`src/dpge_pkg.sv`:
```
// ---------------------------------------------------------------------------
// dpge_pkg
// Shared types, register indexes and helper functions for the debounced
// pin group encoder.
// ---------------------------------------------------------------------------
package dpge_pkg;

  localparam int PIN_W     = 8;
  localparam int COUNT_W   = 16;
  localparam int PCNT_W    = 4;
  localparam int IDX_W     = 3;
  localparam int CFG_DATA_W = 16;
  localparam int MAX_PINS  = 8;

  localparam logic [IDX_W-1:0] REG_PIN_COUNT      = 3'd0;
  localparam logic [IDX_W-1:0] REG_PULL_UP        = 3'd1;
  localparam logic [IDX_W-1:0] REG_INVERT         = 3'd2;
  localparam logic [IDX_W-1:0] REG_MASK_MODE      = 3'd3;
  localparam logic [IDX_W-1:0] REG_DEBOUNCE_TICKS = 3'd4;

  typedef struct packed {
    logic [PCNT_W-1:0]  pin_count;
    logic               pull_up;
    logic               invert;
    logic               mask_mode;
    logic [COUNT_W-1:0] debounce_ticks;
  } cfg_t;

  // pins 0 .. min(pin_count, MAX_PINS, 8) - 1 are in use
  function automatic logic [PIN_W-1:0] used_mask(input logic [PCNT_W-1:0] pc);
    logic [PIN_W-1:0] m;
    m = '0;
    for (int i = 0; i < PIN_W; i++) begin
      m[i] = (i < MAX_PINS) && (PCNT_W'(i) < pc);
    end
    return m;
  endfunction

  function automatic logic [PIN_W-1:0] lowest_plus_one(input logic [PIN_W-1:0] m);
    logic [PIN_W-1:0] r;
    r = '0;
    for (int i = PIN_W - 1; i >= 0; i--) begin
      if (m[i]) begin
        r = PIN_W'(i + 1);
      end
    end
    return r;
  endfunction

endpackage

```
`src/dpge_cfg.sv`:
```
// ---------------------------------------------------------------------------
// dpge_cfg
// Configuration register bank, written through a plain write port.
// ---------------------------------------------------------------------------
module dpge_cfg (
  input  logic                             clk,
  input  logic                             rst,
  input  logic                             cfg_write_en,
  input  logic [dpge_pkg::IDX_W-1:0]       cfg_index,
  input  logic [dpge_pkg::CFG_DATA_W-1:0]  cfg_data,
  output dpge_pkg::cfg_t                   cfg
);
  import dpge_pkg::*;

  always_ff @(posedge clk) begin
    if (rst) begin
      cfg.pin_count      <= PCNT_W'(1);
      cfg.pull_up        <= 1'b1;
      cfg.invert         <= 1'b0;
      cfg.mask_mode      <= 1'b0;
      cfg.debounce_ticks <= '0;
    end else if (cfg_write_en) begin
      case (cfg_index)
        REG_PIN_COUNT:      cfg.pin_count      <= cfg_data[PCNT_W-1:0];
        REG_PULL_UP:        cfg.pull_up        <= cfg_data[0];
        REG_INVERT:         cfg.invert         <= cfg_data[0];
        REG_MASK_MODE:      cfg.mask_mode      <= cfg_data[0];
        REG_DEBOUNCE_TICKS: cfg.debounce_ticks <= cfg_data[COUNT_W-1:0];
        default: ;
      endcase
    end
  end

endmodule

```
`src/dpge_in_reg.sv`:
```
// ---------------------------------------------------------------------------
// dpge_in_reg
// Input register: holds one sampled beat until the engine takes it.
// ---------------------------------------------------------------------------
module dpge_in_reg (
  input  logic                          clk,
  input  logic                          rst,
  input  logic                          in_valid,
  output logic                          in_ready,
  input  logic [dpge_pkg::PIN_W-1:0]    pin_levels,
  input  logic                          take,
  output logic                          s1_valid,
  output logic [dpge_pkg::PIN_W-1:0]    s1_levels
);
  import dpge_pkg::*;

  assign in_ready = !s1_valid || take;

  always_ff @(posedge clk) begin
    if (rst) begin
      s1_valid <= 1'b0;
    end else if (in_ready) begin
      s1_valid <= in_valid;
    end
  end

  always_ff @(posedge clk) begin
    if (in_valid && in_ready) begin
      s1_levels <= pin_levels;
    end
  end

endmodule

```
`src/dpge_engine.sv`:
```
// ---------------------------------------------------------------------------
// dpge_engine
// Debounce state, active-state mapping, encoding and the result register.
// ---------------------------------------------------------------------------
module dpge_engine (
  input  logic                          clk,
  input  logic                          rst,
  input  dpge_pkg::cfg_t                cfg,
  input  logic                          s1_valid,
  input  logic [dpge_pkg::PIN_W-1:0]    s1_levels,
  output logic                          take,
  output logic                          out_valid,
  input  logic                          out_ready,
  output logic [dpge_pkg::PIN_W-1:0]    value,
  output logic                          settling
);
  import dpge_pkg::*;

  logic [PIN_W-1:0]   previous_levels;
  logic [COUNT_W-1:0] settle_count;
  logic [PIN_W-1:0]   held_states;

  logic [COUNT_W-1:0] settle_count_next;
  logic [PIN_W-1:0]   held_states_next;
  logic [PIN_W-1:0]   used;
  logic [PIN_W-1:0]   changed;
  logic [PIN_W-1:0]   active;

  assign take = s1_valid && (!out_valid || out_ready);

  always_comb begin
    used    = used_mask(cfg.pin_count);
    changed = (s1_levels ^ previous_levels) & used;
    if ((cfg.debounce_ticks != '0) && (changed != '0)) begin
      settle_count_next = cfg.debounce_ticks;
    end else if (settle_count != '0) begin
      settle_count_next = settle_count - COUNT_W'(1);
    end else begin
      settle_count_next = settle_count;
    end
    active = (cfg.pull_up ? ~s1_levels : s1_levels) ^ {PIN_W{cfg.invert}};
    held_states_next = (settle_count_next == '0) ? (active & used) : held_states;
  end

  always_ff @(posedge clk) begin
    if (rst) begin
      previous_levels <= '0;
      settle_count    <= '0;
      held_states     <= '0;
      out_valid       <= 1'b0;
    end else begin
      if (take) begin
        previous_levels <= s1_levels;
        settle_count    <= settle_count_next;
        held_states     <= held_states_next;
        out_valid       <= 1'b1;
      end else if (out_ready) begin
        out_valid <= 1'b0;
      end
    end
  end

  always_ff @(posedge clk) begin
    if (take) begin
      value    <= cfg.mask_mode ? held_states_next : lowest_plus_one(held_states_next);
      settling <= (settle_count_next != '0);
    end
  end

endmodule

```
`src/debounced_pin_group_encoder_unit.sv`:
```
// ---------------------------------------------------------------------------
// debounced_pin_group_encoder_unit
// Debounced pin group encoder: settle counter, active mapping, mask or
// lowest-index encoding with a settling flag.
// Path: each input beat passes through the input reg and then the result reg.
// Throughput: one beat per cycle while out_ready stays high; the settle counter
// and held states update as each beat moves from the input to the result register.
// Reset: synchronous; clears both pipeline stages, debounce state and loads
// the register defaults (pin_count 1, pull_up 1, others 0).
// ---------------------------------------------------------------------------
module debounced_pin_group_encoder_unit (
  input  logic                             clk,
  input  logic                             rst,
  input  logic                             in_valid,
  output logic                             in_ready,
  input  logic [dpge_pkg::PIN_W-1:0]       pin_levels,
  output logic                             out_valid,
  input  logic                             out_ready,
  output logic [dpge_pkg::PIN_W-1:0]       value,
  output logic                             settling,
  input  logic                             cfg_write_en,
  input  logic [dpge_pkg::IDX_W-1:0]       cfg_index,
  input  logic [dpge_pkg::CFG_DATA_W-1:0]  cfg_data
);
  import dpge_pkg::*;

  cfg_t             cfg;
  logic             take;
  logic             s1_valid;
  logic [PIN_W-1:0] s1_levels;

  dpge_cfg u_cfg (
    .clk          (clk),
    .rst          (rst),
    .cfg_write_en (cfg_write_en),
    .cfg_index    (cfg_index),
    .cfg_data     (cfg_data),
    .cfg          (cfg)
  );

  dpge_in_reg u_in_reg (
    .clk        (clk),
    .rst        (rst),
    .in_valid   (in_valid),
    .in_ready   (in_ready),
    .pin_levels (pin_levels),
    .take       (take),
    .s1_valid   (s1_valid),
    .s1_levels  (s1_levels)
  );

  dpge_engine u_engine (
    .clk       (clk),
    .rst       (rst),
    .cfg       (cfg),
    .s1_valid  (s1_valid),
    .s1_levels (s1_levels),
    .take      (take),
    .out_valid (out_valid),
    .out_ready (out_ready),
    .value     (value),
    .settling  (settling)
  );

endmodule

```
`config.mk`:
```
export PLATFORM = sky130hd
export DESIGN_NAME = debounced_pin_group_encoder_unit
export DESIGN_NICKNAME = d
export VERILOG_FILES = /design/src/dpge_pkg.sv /design/src/dpge_cfg.sv /design/src/dpge_in_reg.sv /design/src/dpge_engine.sv /design/src/debounced_pin_group_encoder_unit.sv
export SDC_FILE = /design/constraint.sdc
export NUM_CORES = 1
export LEC_CHECK = 0
export BUFFER_PORTS_ARGS = -buffer_cell sky130_fd_sc_hd__buf_2
export CORE_ASPECT_RATIO = 0.9
export CORE_UTILIZATION = 60
export CTS_BUF_LIST = sky130_fd_sc_hd__clkbuf_8
export DETAILED_ROUTE_END_ITERATION = 6
export PLACE_DENSITY = 0.8
export SYNTH_ARGS = -nofsm -noshare
export SYNTH_HDL_FRONTEND = slang
export SYNTH_HIERARCHICAL = 1
export SYNTH_SLANG_ARGS = --single-unit
```
`constraint.sdc`:
```
create_clock -name clk -period 5.7 [get_ports clk]
set_input_delay 0.285 -clock clk [delete_from_list [all_inputs] [get_ports clk]]
set_output_delay 0.285 -clock clk [all_outputs]
set_load 0.005 [all_outputs]
```
; ---- Word-level counts from Yosys, hierarchy flattened
; Cells that the tools add are included.
[classes]
div = 0
n_eq_ne = 4
magnitude_cmp = 8
mux = 15
addsub = 1
shift = 0
reduce_logical = 19
n_bitwise = 5
multipliers = 0
[ops]
columns = cell, count
row1 = $reduce_bool 16->1, 3
row2 = $mux 16, 2
row3 = $mux 4, 8
row4 = $mux 8, 3
row5 = $and 8x8->8, 2
row6 = $logic_not 16->1, 1
row7 = $lt 3x4->1 const A, 4
row8 = $sub 16x1->16 const B, 1
row9 = $xor 8x8->8, 2
row10 = $reduce_and 2->1, 5
row11 = $lt 1x4->1 const A, 2
row12 = $lt 2x4->1 const A, 2
row13 = $not 8->8, 1
row14 = $reduce_bool 8->1, 1
row15 = $eq 3x2->1 const B, 2
row16 = $eq 3x1->1 const B, 1
row17 = $eq 3x3->1 const B, 1
row18 = $logic_and 1x1->1, 3
row19 = $logic_not 3->1, 1
row20 = $logic_not 1->1, 2
row21 = $logic_or 1x1->1, 2
row22 = $mux 1, 2
row23 = $reduce_bool 2->1, 1
[totals]
memories = 0
latch_bits = 0
output_inout_bits = 11
regBits = 74
input_bits = 32
ramBits = 0
rom_bits = 0

; ---- Logic depth before layout (Yosys ltp)
; Gate-level depths: netlist (run 1).
[depth]
word_depth = 16
ltp_mapped = 11

; ---- Modules after synthesis
; The synthesis (run 1) kept the hierarchy.
[modules_own_cells]
columns = mod, area_per_inst_um2, n_inst, seq_area_each_um2, cells_per_inst
row1 = dpge_engine, 2788.9, 1, 930.9, 357
row2 = dpge_cfg, 1033.5, 1, 460.4, 98
row3 = dpge_in_reg, 295.3, 1, 260.2, 13

; ---- Worst setup path before layout (run 1)
; OpenSTA, ideal clock, no wires.
[synth_path]
kind = reg-to-reg
from = register u_engine.settle_count[0]
to = register u_engine/value[1] in the netlist's numbering (data pin)
setup_ps = 258
n_path_buf = 0
path_slack_ps = 3025
t_arrival_ps = 2417
required_time_ps = 5442
period_less_slack_ps = 2675
stages_incl_launch_ff = 11
path_cell_list = dfxtp_1 inv_1 ha_1 or4b_1 a2111oi_2 nand4_1 nor4_1 and4_1 inv_2 or3_1 o221a_2
[synth_via]
elab_chain_len = 13
word_cells_on_any_way = 14
cone_classes = add/sub (1) / mux (11) / reduce/logical (2)
[synth_lines]
columns = element, line_no
row1 = "start, declared", dpge_engine.sv:20  ; logic [COUNT_W-1:0] settle_count;
row2 = "start signal, assigned", dpge_engine.sv:54  ; settle_count <= settle_count_next;
row3 = $sub 16x1->16 / $reduce_bool 16->1 (equally long branches), "dpge_engine.sv:37, dpge_engine.sv:36"
row4 = $mux 16 (*), dpge_engine.sv:36  ; end else if (settle_count != '0) begin
row5 = $mux 16 (*), dpge_engine.sv:34  ; if ((cfg.debounce_ticks != '0) && (changed != '0)) begin
row6 = $logic_not 16->1 (*), dpge_engine.sv:42  ; held_states_next = (settle_count_next == '0) ? (active & used) : held_states;
row7 = $mux 8 (*), dpge_engine.sv:42
row8 = $mux 4 (7 in a row), dpge_pkg.sv:43  ; if (m[i]) begin
row9 = $mux 8 (*), dpge_engine.sv:65  ; value <= cfg.mask_mode ? held_states_next : lowest_plus_one(held_states_next);
row10 = "end signal, assigned", dpge_engine.sv:65
row11 = "end, declared", dpge_engine.sv:14  ; output logic [dpge_pkg::PIN_W-1:0] value,
; Mark *: on every way between the ends. The rest lies on a longest branch, timed or not.
; A chain may end at the register's enable or synchronous reset.

; ---- Worst setup path in the final report (run 1)
; Ends and elaborated chain as after synthesis.

==> flow_summary_export.csv, run 1 <==
group,metric,value,unit
global_routing,grt_max_degree,76,
min_path,hold_class,"input pin to flop",
setup_path,critPathKind,"flop to flop",
cells_and_area,area_delta_synth_final,10.45,%
timing,grt_setup_unrepaired,"no",
cells_and_area,finalNetCount,531,
yosys,ys_ff_latch,74,
power_and_ir_drop,power.total,1.653,mW
yosys,syn_nets,501,
route,drt_iter0_drc,265,
floorplan,fp.dieH,80.59,um
timing,worstMarginPinSlew,0.9426,ns
power_and_ir_drop,ir_drop,188.9,uV
timing,max_freq,272.3,MHz
global_routing,grt_overflow_total,0,
placement,dp_hpwl,6.243,mm
flow_run,cap_violations,0,
yosys,synth_edf_count,17,
floorplan,die_w,89.33,um
power_and_ir_drop,p_per_area,363.5,nW/um^2
yosys,yosysSeqAreaShare,40.11,%
yosys,synthMuxAreaShare,8.356,%
yosys,yosys.area_share.adder,0.3039,%
setup_path,path_cells,"inv_1 > ha_1 > or4b_1 > a2111oi_2 > nand4_1 > nor4_1 > and4_1 > inv_2 > or3_1 > o221a_2",
floorplan,pin_count,43,
yosys,ys_types,70,
clock_network,cts.path.max_buffers,2,
floorplan,die-area,7199,sq um
timing,slew_viol_final,0,
setup_path,cp.required,5.81,ns
timing,fin_skew,0.006785,ns
timing,finalSetupTns,0,ns
setup_path,crit_path_max_incr_delay,0.71,ns
yosys,synth_compound_area_share,16.71,%
yosys,avgSynthCellArea,8.799,sq um
global_routing,grtUsageTotal,27.35,%
setup_path,critPathCaptureType,"flop",
cells_and_area,drive_gt1_share,16.10,%
setup_path,crit_buf_inv,2,
clock_network,cts_setup_buffers,0,
yosys,synth_top_family_by_area,"simple AND/OR/NAND/NOR gates",
timing,fin_crit_sh,64.43,%
yosys,syn_inst,468,
yosys,async_flop_share,0,%
timing,relSlewSlack,37.16,%
cells_and_area,antenna_cells,0,
clock_network,hold_buffers,0,
clock_network,clk_pin_slew,0.08,ns
clock_network,numCtsBuffers,9,
floorplan,coreArea,6621,sq um
yosys,yosys.area_share.simple,25.62,%
setup_path,crit_family,"simple AND/OR/NAND/NOR gates",
placement,gp_congestion,0.8930,
placement,portBuffers,42,
yosys,synth_xor_area_share,4.436,%
yosys,syn_area,4118,sq um
timing,timing.final.hold_violations,0,
route,wl_per_cell,15.39,um
clock_network,root_buffer,"clkbuf_8",
route,postRouteAntennaNets,0,
route,num_vias,3536,
setup_path,path_max_fanout,20,
route,route.detailed.drc,0,
setup_path,reg2reg_depth,10,
setup_path,crit_cells,10,
clock_network,htreeDepth,3,
floorplan,floorplan.initialDensity,62.19,%
global_routing,antenna_found_initial,0,
clock_network,clock-sinks,74,
min_path,hold_path_depth,1,
setup_path,critPathLaunchType,"flop",
clock_network,post_cts_resized,0,
power_and_ir_drop,p_leak,1.751,nW
timing,fin_crit,3.673,ns
global_routing,grt_first_pass_wirelength,14.96,mm
setup_path,arrival,3.78,ns
clock_network,clk_latency,0.35,ns
yosys,ys_warn_count,6,
floorplan,num_rows,28,
timing,setup_viol,0,
setup_path,cpMaxStageDelayCell,"and4_1",
yosys,synthFlopType,"dfxtp_1",
clock_network,cts_tree,"yes",
route,via_per_inst,5.963,
outcome,status,"finished, final reports clean",
route,drtPass1Iterations,4,
global_routing,grt_pass1_vias,3101,
route,drt_wl_total,9.124,mm
per-stage QoR:
step	cells	hold WS, ns	setup WS, ns	area [sq um]	utilization [%]
floorplan	468	0.3474	3.025	4118	-
global placement	577	0.4543	2.196	4347	65.65
detailed placement	577	0.4583	2.106	4347	65.65
CTS	593	0.09156	2.094	4548	68.69
global route	593	0.09120	1.783	4548	68.69
finish	593	0.1009	2.027	4548	68.69
routing by layer:
| metal | wire (um) | global-route usage, % | up-vias |
|---|---|---|---|
| met5 | 0 | 0 | - |
| met4 | 76 | 6.984 | 0 |
| met3 | 533 | 6.372 | 6 |
| met2 | 4008 | 39.62 | 135 |
| met1 | 4505 | 40.47 | 1654 |
| li1 | - | - | 1741 |
cell usage in the layout (no fill, tap or decap), drive strengths merged, types with 2 or more instances in the layout:
master / instances
dfxtp: 57
nand2: 48
a21oi: 47
buf: 46
nand2b: 42
mux2i: 31
o21ai: 28
nor2: 24
edfxtp: 17
nand3: 16
inv: 15
nor3: 11
nor4: 10
clkbuf: 9
xor2: 7
xnor2: 6
a211oi: 6
o211ai: 6
nor2b: 5
or3: 5
and2: 5
nand4: 4
clkinv: 4
or4: 3
o21a: 3
mux2: 3
o41ai: 3
a21boi: 3
nor4bb: 2
nand4b: 2
a31o: 2
or2: 2
o221ai: 2
xnor3: 2
and4bb: 2
or4b: 2
nor3b: 2
state kept, by name, summed over array words and instances, names as in the netlist, 8 cells and up:
| signal | flops |
|---|---|
| u_in_reg/s1_levels | 8 |
| u_engine/settle_count | 16 |
| u_engine/held_states | 8 |
| u_engine/value | 8 |
| u_engine/previous_levels | 8 |
| u_cfg/cfg | 23 |
synth_stat cells (7+ instances only):
master | count | area (sq um)
dfxtp_1 | 57 | 1141
nand2_1 | 48 | 180.2
a21oi_1 | 46 | 230.2
nand2b_1 | 41 | 256.5
mux2i_1 | 31 | 310.3
o21ai_0 | 27 | 135.1
nor2_1 | 24 | 90.09
clkbuf_1 | 18 | 67.56
edfxtp_1 | 17 | 510.5
nand3_1 | 16 | 80.08
inv_1 | 12 | 45.04
nor3_1 | 10 | 50.05
nor4_1 | 9 | 56.30
xor2_1 | 7 | 61.31
cell families (layout without fill, tap and decap cells):
group | Yosys count | in the layout
xor gates and xnor gates | 16 | 16
buffers and inverters | 41 | 76
DFF | 74 | 74
AOI/OAI and AO/OA | 112 | 112
muxes | 34 | 34
and+or+nand+nor | 190 | 190
adders and majority gates | 1 | 1
cell type report:
type | instances | area (sq um)
flip-flops and latches | 74 | 1652
multi-input cells | 353 | 2290
fillers | 520 | 2073
clock inverters | 7 | 77.57
clock buffers | 9 | 123.9
repair buffers | 46 | 240.2
inverters | 14 | 52.55
well taps | 90 | 112.6
worst reg2reg max path, stage by stage, from the launching register on:
cell	delay (ns)
dfxtp_1	0.36
inv_1	0.10
ha_1	0.23
or4b_1	0.46
a2111oi_2	0.37
nand4_1	0.12
nor4_1	0.21
and4_1	0.71
inv_2	0.28
or3_1	0.44
o221a_2	0.13
power by group:
| part | internal [mW] | switching (mW) |
|---|---|---|
| clock network | 0.206 | 0.207 |
| logic | 0.258 | 0.350 |
| registers | 0.578 | 0.0541 |
path summary, 6_finish.rpt:
check,to,from,slack (ns)
worst max-delay path,u_engine/value[1],u_engine/settle_count[0],2.03
worst min-delay path,u_in_reg/s1_levels[6],pin_levels[6],0.10
worst max register to register,u_engine/value[1],u_engine/settle_count[0],2.03
worst min register to register,u_engine/previous_levels[4],u_engine/previous_levels[4],0.47
(Power assumes the default switching activity.)
==> inputs of run 2 (changes only) <==
--- a/config.mk
+++ b/config.mk
@@ -7,10 +7,10 @@
 export LEC_CHECK = 0
 export BUFFER_PORTS_ARGS = -buffer_cell sky130_fd_sc_hd__buf_2
 export CORE_ASPECT_RATIO = 0.9
-export CORE_UTILIZATION = 60
+export CORE_UTILIZATION = 55
 export CTS_BUF_LIST = sky130_fd_sc_hd__clkbuf_8
 export DETAILED_ROUTE_END_ITERATION = 6
-export PLACE_DENSITY = 0.8
+export PLACE_DENSITY = 0.77
 export SYNTH_ARGS = -nofsm -noshare
 export SYNTH_HDL_FRONTEND = slang
 export SYNTH_HIERARCHICAL = 1
==> constraint.sdc (replaced) <==
create_clock -name clk -period 3.35 [get_ports clk]
set_input_delay 0.1675 -clock clk [delete_from_list [all_inputs] [get_ports clk]]
set_output_delay 0.1675 -clock clk [all_outputs]
set_load 0.005 [all_outputs]
==> flow_summary_export.csv, run 2 (synthesis results as in run 1) <==
group,metric,value,unit
setup_path,path_max_fanout,17,
route,drt_wl_total,9.240,mm
power_and_ir_drop,power.total,2.725,mW
setup_path,r2r_setup_slack,0.29,ns
cells_and_area,final_cell_mix,"57 x dfxtp_1, 48 x nand2_1, 46 x a21oi_1",
clock_network,clk_latency,0.35,ns
floorplan,fp.dieH,84.09,um
clock_network,htreeDepth,3,
timing,fin_crit_sh,91.38,%
cells_and_area,largest-register,"u_cfg/cfg",
clock_network,clock-sinks,74,
placement,dp_hpwl,6.313,mm
timing,finalSetupTns,0,ns
setup_path,critPathCaptureType,"flop",
power_and_ir_drop,p_per_area,591.7,nW/um^2
timing,timing.final.hold_violations,0,
floorplan,pin_count,43,
timing,max_freq,326.7,MHz
setup_path,cp.required,3.56,ns
route,drt_iter0_drc,318,
placement,dp.cells,581,
timing,fin_skew,0.009478,ns
timing,slew_viol_final,0,
timing,relSlewSlack,23.55,%
setup_path,cpMaxStageDelayCell,"or4_1",
clock_network,numCtsBuffers,9,
route,num_vias,3571,
cells_and_area,reg_top3,"u_cfg/cfg x23, u_engine/settle_count x16",
power_and_ir_drop,p_leak,1.785,nW
clock_network,cts_tree,"yes",
power_and_ir_drop,ir_drop,324.0,uV
route,postRouteAntennaNets,0,
floorplan,coreArea,7148,sq um
min_path,worstHoldStart,"cfg_data[7]",
cells_and_area,finalNetCount,540,
min_path,hold_path_depth,3,
timing,grt_setup_unrepaired,"no",
setup_path,arrival,3.27,ns
timing,fin_crit,3.061,ns
min_path,min_to,"u_cfg/cfg[7]",
global_routing,grt_first_pass_wirelength,15.55,mm
global_routing,grtUsageTotal,25.26,%
global_routing,grt_overflow_total,0,
setup_path,path_cells,"inv_1 > ha_1 > or4b_1 > a2111oi_2 > nand4_1 > nor4_1 > and4_1 > inv_2 > or4_1 > nand3_1",
setup_path,reg2reg_from,"u_engine/settle_count[0]",
setup_path,reg2reg_depth,10,
cells_and_area,largest_register_ffs,23,
clock_network,clk_pin_slew,0.08,ns
route,drtPass1Iterations,5,
outcome,status,"finished, final reports clean",
cells_and_area,area_delta_synth_final,11.85,%
timing,finalHoldWorstSlack,0.07015,ns
setup_path,reg2reg_to,"u_engine/value[0]",
flow_run,cap_violations,0,
route,route.detailed.drc,0,
cells_and_area,final_cells,605,
floorplan,floorplan.initialDensity,57.61,%
route,via_per_inst,5.902,
cells_and_area,final_common_cell,"dfxtp_1",
global_routing,antenna_found_initial,0,
global_routing,grt_pass1_vias,3301,
cells_and_area,antenna_cells,0,
global_routing,grt_max_degree,76,
clock_network,cts.path.max_buffers,2,
min_path,hold_class,"input pin to flop",
clock_network,cts_setup_buffers,0,
floorplan,die_w,93.21,um
cells_and_area,drive_gt1_share,15.82,%
setup_path,crit_path_max_incr_delay,0.53,ns
floorplan,num_rows,29,
clock_network,root_buffer,"clkbuf_8",
floorplan,die-area,7837,sq um
timing,setup_viol,0,
setup_path,critPathKind,"flop to flop",
timing,worstMarginPinSlew,1.147,ns
setup_path,critPathLaunchType,"flop",
placement,portBuffers,42,
placement,gp_congestion,0.9077,
route,wl_per_cell,15.27,um
## run 2: layout make-up
class	instances	area [sq um]
Timing Repair Buffer	55	327.8
Multi-Input combinational cell	353	2290
Clock inverter	7	43.79
Clock buffer	9	123.9
Inverter	14	52.55
Sequential cell	74	1652
Tap cell	93	116.4
Fill cell	616	2542
## run 2: per-stage QoR
| step | util (%) | instance area (sq um) | worst slack, ns |
|---|---|---|---|
| 6_report | 64.43 | 4606 | 0.2886 |
| 5_1_grt | 64.43 | 4606 | 0.09543 |
| 4_1_cts | 64.43 | 4606 | 0.2841 |
| 3_5_place_dp | 60.97 | 4358 | 0.2855 |
| 3_3_place_gp | 60.97 | 4358 | 0.4392 |
| 2_1_floorplan | - | 4118 | 0.6746 |
## run 2: report_power, final
part	internal [mW]	switching [mW]	total, mW
registers	0.983	0.0901	1.07
clock network	0.268	0.336	0.604
logic	0.450	0.598	1.05
## run 2: repair_timing
action                                 CTS  global route
endpoints found under the hold margin    8             0
resized for setup                        0             0
setup endpoints to repair                0             0
hold buffers                             8             0
## run 2: critical path, delay by kind of cell (launching register included)
family / cells / cell delay, ns
and+or+nand+nor: 6 / 1.73
AOI/OAI and AO/OA: 1 / 0.37
DFF: 1 / 0.36
buffers and inverters: 2 / 0.24
adders and majority gates: 1 / 0.23
## run 2: per-layer routing
layer	vias up	part of all wire [%]	track usage, %
met5	-	0	0
met4	0	1.0	7.972
met1	1659	46	34.68
met2	136	46	38.70
met3	8	6.8	6.648
li1	1768	-	-
## run 2: how the worst max path moves through the flow
stage	slack (ns)	start	end	cells past startpoint
2_1_floorplan	0.67	u_engine/settle_count[0]	u_engine/value[1]	10
3_5_place_dp	0.29	u_engine/settle_count[0]	u_engine/value[1]	10
5_1_grt	0.1	u_engine/settle_count[0]	u_engine/value[0]	10
4_1_cts	0.28	u_engine/settle_count[0]	u_engine/value[0]	10
3_3_place_gp	0.44	u_engine/settle_count[0]	u_engine/value[1]	10
6_report	0.29	u_engine/settle_count[0]	u_engine/value[0]	10
==> inputs of run 3 (changes only) <==
--- a/config.mk
+++ b/config.mk
@@ -5,6 +5,7 @@
 export SDC_FILE = /design/constraint.sdc
 export NUM_CORES = 1
 export LEC_CHECK = 0
+export ABC_AREA = 1
 export BUFFER_PORTS_ARGS = -buffer_cell sky130_fd_sc_hd__buf_2
 export CORE_ASPECT_RATIO = 0.9
 export CORE_UTILIZATION = 55
==> flow_summary_export.csv, run 3 <==
group,metric,value,unit
global_routing,grtUsageTotal,25.43,%
clock_network,numCtsBuffers,9,
cells_and_area,largest-register,"u_cfg/cfg",
setup_path,r2r_setup_slack,0.54,ns
min_path,hold_class,"input pin to flop",
route,drtPass1Iterations,6,
floorplan,die-area,8172,sq um
floorplan,die_w,95.18,um
yosys,ys_ff_latch,74,
timing,relSlewSlack,23.22,%
setup_path,startpoint,"u_engine/settle_count[0]",
global_routing,grt_overflow_total,0,
yosys,syn_area,4298,sq um
floorplan,floorplan.initialDensity,56.97,%
yosys,synth.most_common_cell,"nand2_1",
global_routing,grt_pass1_vias,3558,
clock_network,cts_tree,"yes",
floorplan,num_rows,30,
timing,setup_viol,0,
clock_network,clk_latency,0.36,ns
placement,dpl-instance-area,4534,sq um
clock_network,cts.path.max_buffers,2,
global_routing,grt_max_degree,46,
yosys,ys_warn_count,6,
setup_path,reg2reg_depth,17,
clock_network,clk_pin_slew,0.07,ns
route,wl_per_cell,12.20,um
setup_path,path_max_fanout,11,
yosys,synth_top_cell_by_area,"dfxtp_1",
setup_path,cp.required,3.46,ns
setup_path,arrival,2.92,ns
route,route.detailed.drc,0,
min_path,worstHoldStart,"pin_levels[4]",
power_and_ir_drop,intPower,1.626,mW
cells_and_area,final_common_cell,"nand2_1",
timing,timing.final.hold_violations,0,
floorplan,fp.dieH,85.86,um
cells_and_area,final_cell_mix,"165 x nand2_1, 102 x nor2_1, 84 x inv_1",
min_path,min_to,"u_in_reg/s1_levels[4]",
placement,gp_congestion,0.8760,
yosys,ys_top_cells_by_area,"dfxtp_1 27%, nand2_1 14%, edfxtp_1 12%",
timing,worstMarginPinSlew,1.147,ns
timing,slew_viol_final,0,
power_and_ir_drop,combPwrFrac,28.2,%
setup_path,critPathCaptureType,"flop",
power_and_ir_drop,p_per_area,513.4,nW/um^2
outcome,status,"finished, final reports clean",
floorplan,pin_count,43,
power_and_ir_drop,p_clk_share,30.2,%
clock_network,cts_setup_buffers,0,
setup_path,critPathKind,"flop to flop",
route,num_vias,4020,
yosys,syn_inst,644,
yosys,syn_nets,677,
setup_path,critPathLaunchType,"flop",
cells_and_area,final_area,4805,sq um
yosys,async_flop_share,0,%
power_and_ir_drop,swShare,34.08,%
power_and_ir_drop,p_sw,0.8405,mW
route,drt_wl_total,9.602,mm
placement,dp_hpwl,7.109,mm
yosys,avgSynthCellArea,6.674,sq um
timing,max_freq,355.9,MHz
yosys,synthFlopType,"dfxtp_1",
placement,portBuffers,42,
yosys,synth_common_cells,"165 x nand2_1, 102 x nor2_1, 82 x inv_1, 57 x dfxtp_1, 42 x nand3_1",
min_path,hold_path_depth,1,
yosys,yosysSeqAreaShare,38.43,%
timing,finalSetupTns,0,ns
cells_and_area,area_delta_synth_final,11.79,%
timing,grt_setup_unrepaired,"no",
global_routing,antenna_found_initial,0,
clock_network,root_buffer,"clkbuf_8",
power_and_ir_drop,power_frac_seq,41.6,%
cells_and_area,final.fill_count,682,
cells_and_area,largest_register_ffs,23,
cells_and_area,finalNetCount,719,
floorplan,coreArea,7545,sq um
power_and_ir_drop,ir_drop,285.1,uV
setup_path,reg2reg_from,"u_engine/settle_count[0]",
clock_network,clock-sinks,74,
cells_and_area,antenna_cells,0,
route,postRouteAntennaNets,0,
clock_network,htreeDepth,3,
cells_and_area,reg_top3,"u_cfg/cfg x23, u_engine/settle_count x16",
flow_run,cap_violations,0,
yosys,synth_top_area_share,26.55,%
setup_path,reg2reg_to,"u_engine/value[2]",
global_routing,grt_first_pass_wirelength,16.08,mm
yosys,synth_edf_count,17,
yosys,ys_types,34,
power_and_ir_drop,p_leak,2.430,nW
timing,fin_crit,2.810,ns
route,drt_iter0_drc,223,
cells_and_area,drive_gt1_share,15.05,%
route,via_per_inst,5.108,
timing,fin_skew,0.008252,ns
timing,fin_crit_sh,83.88,%
## run 3: routing by layer
layer | track usage (%) | wire (um) | vias to the layer above | part of all wire (%)
met5 | 0 | 0 | - | 0
met4 | 9.780 | 205 | 0 | 2.1
met3 | 5.230 | 508 | 18 | 5.3
met2 | 38.64 | 4274 | 120 | 45
met1 | 35.34 | 4613 | 1788 | 48
li1 | - | - | 2094 | -
## run 3: power by group through the flow
stage / combinational [mW] / clock (mW) / sequential [mW]
5_1_grt: 0.793 / 0.796 / 1.03
4_1_cts: 0.690 / 0.762 / 1.03
3_3_place_gp: 0.664 / 0 / 1.04
2_1_floorplan: 0.555 / 0 / 1.03
6_report: 0.695 / 0.745 / 1.03
3_5_place_dp: 0.679 / 0 / 1.05
## run 3: critical path, stage by stage, from the launching register on
cell and delay, ns:
dfxtp_1 0.32, inv_1 0.09, ha_1 0.25, nand2_2 0.12, nor2_2 0.15, nand2_2 0.12
inv_2 0.19, nor2_1 0.08, nand2_1 0.09, nand2_1 0.08, nor2_2 0.14, nand2_2 0.09
nor2_4 0.21, nand3_1 0.11, nand2_1 0.16, nand2_1 0.10, nor3_1 0.15, o21ai_1 0.09
## run 3: metrics by stage
step	utilization [%]	hold WS, ns	instances	setup WS [ns]	total power, mW
2_1_floorplan	-	0.2299	644	0.9729	1.590
3_3_place_gp	60.10	0.3447	765	0.6791	1.707
3_5_place_dp	60.10	0.3456	765	0.5996	1.725
4_1_cts	63.68	0.0007848	787	0.5546	2.478
5_1_grt	63.68	0.001805	787	0.2285	2.623
6_report	63.68	0.01213	787	0.5399	2.467
## run 3: how the worst max path moves through the flow
stage | endpoint | slack, ns | cells after the start
global route | u_engine/value[2] | 0.23 | 17
floorplan | u_engine/value[1] | 0.97 | 20
global placement | u_engine/value[1] | 0.68 | 19
CTS | u_engine/value[2] | 0.55 | 17
finish | u_engine/value[2] | 0.54 | 17
detailed placement | u_engine/value[2] | 0.60 | 17
## run 3: repair_timing
item,CTS,global route
endpoints found under the setup margin,0,0
hold buffers,6,0
endpoints found under the hold margin,6,0
gates resized for setup,0,0
## run 3: final cells by class
class                           count  area [sq um]  area share (%)
Clock buffer                        9         123.9           2.578
Clock inverter                      7         86.33           1.797
Inverter                           89         334.1           6.953
Multi-Input combinational cell    462          2203           45.86
Sequential cell                    74          1652           34.37
Tap cell                           96         120.1           2.500
Timing Repair Buffer               50         285.3           5.938
## run 3: cell families (layout without fill, tap and decap cells)
family | after synthesis | in the layout | share of synthesized area [%]
AND/OR/NAND/NOR | 371 | 371 | 39.01
flip-flops | 74 | 74 | 38.43
adder cells (fa/ha/maj) | 1 | 1 | 0.2911
buffers and inverters | 108 | 155 | 10.31
XOR/XNOR | 10 | 10 | 2.038
AO/OA/AOI/OAI | 80 | 80 | 9.927
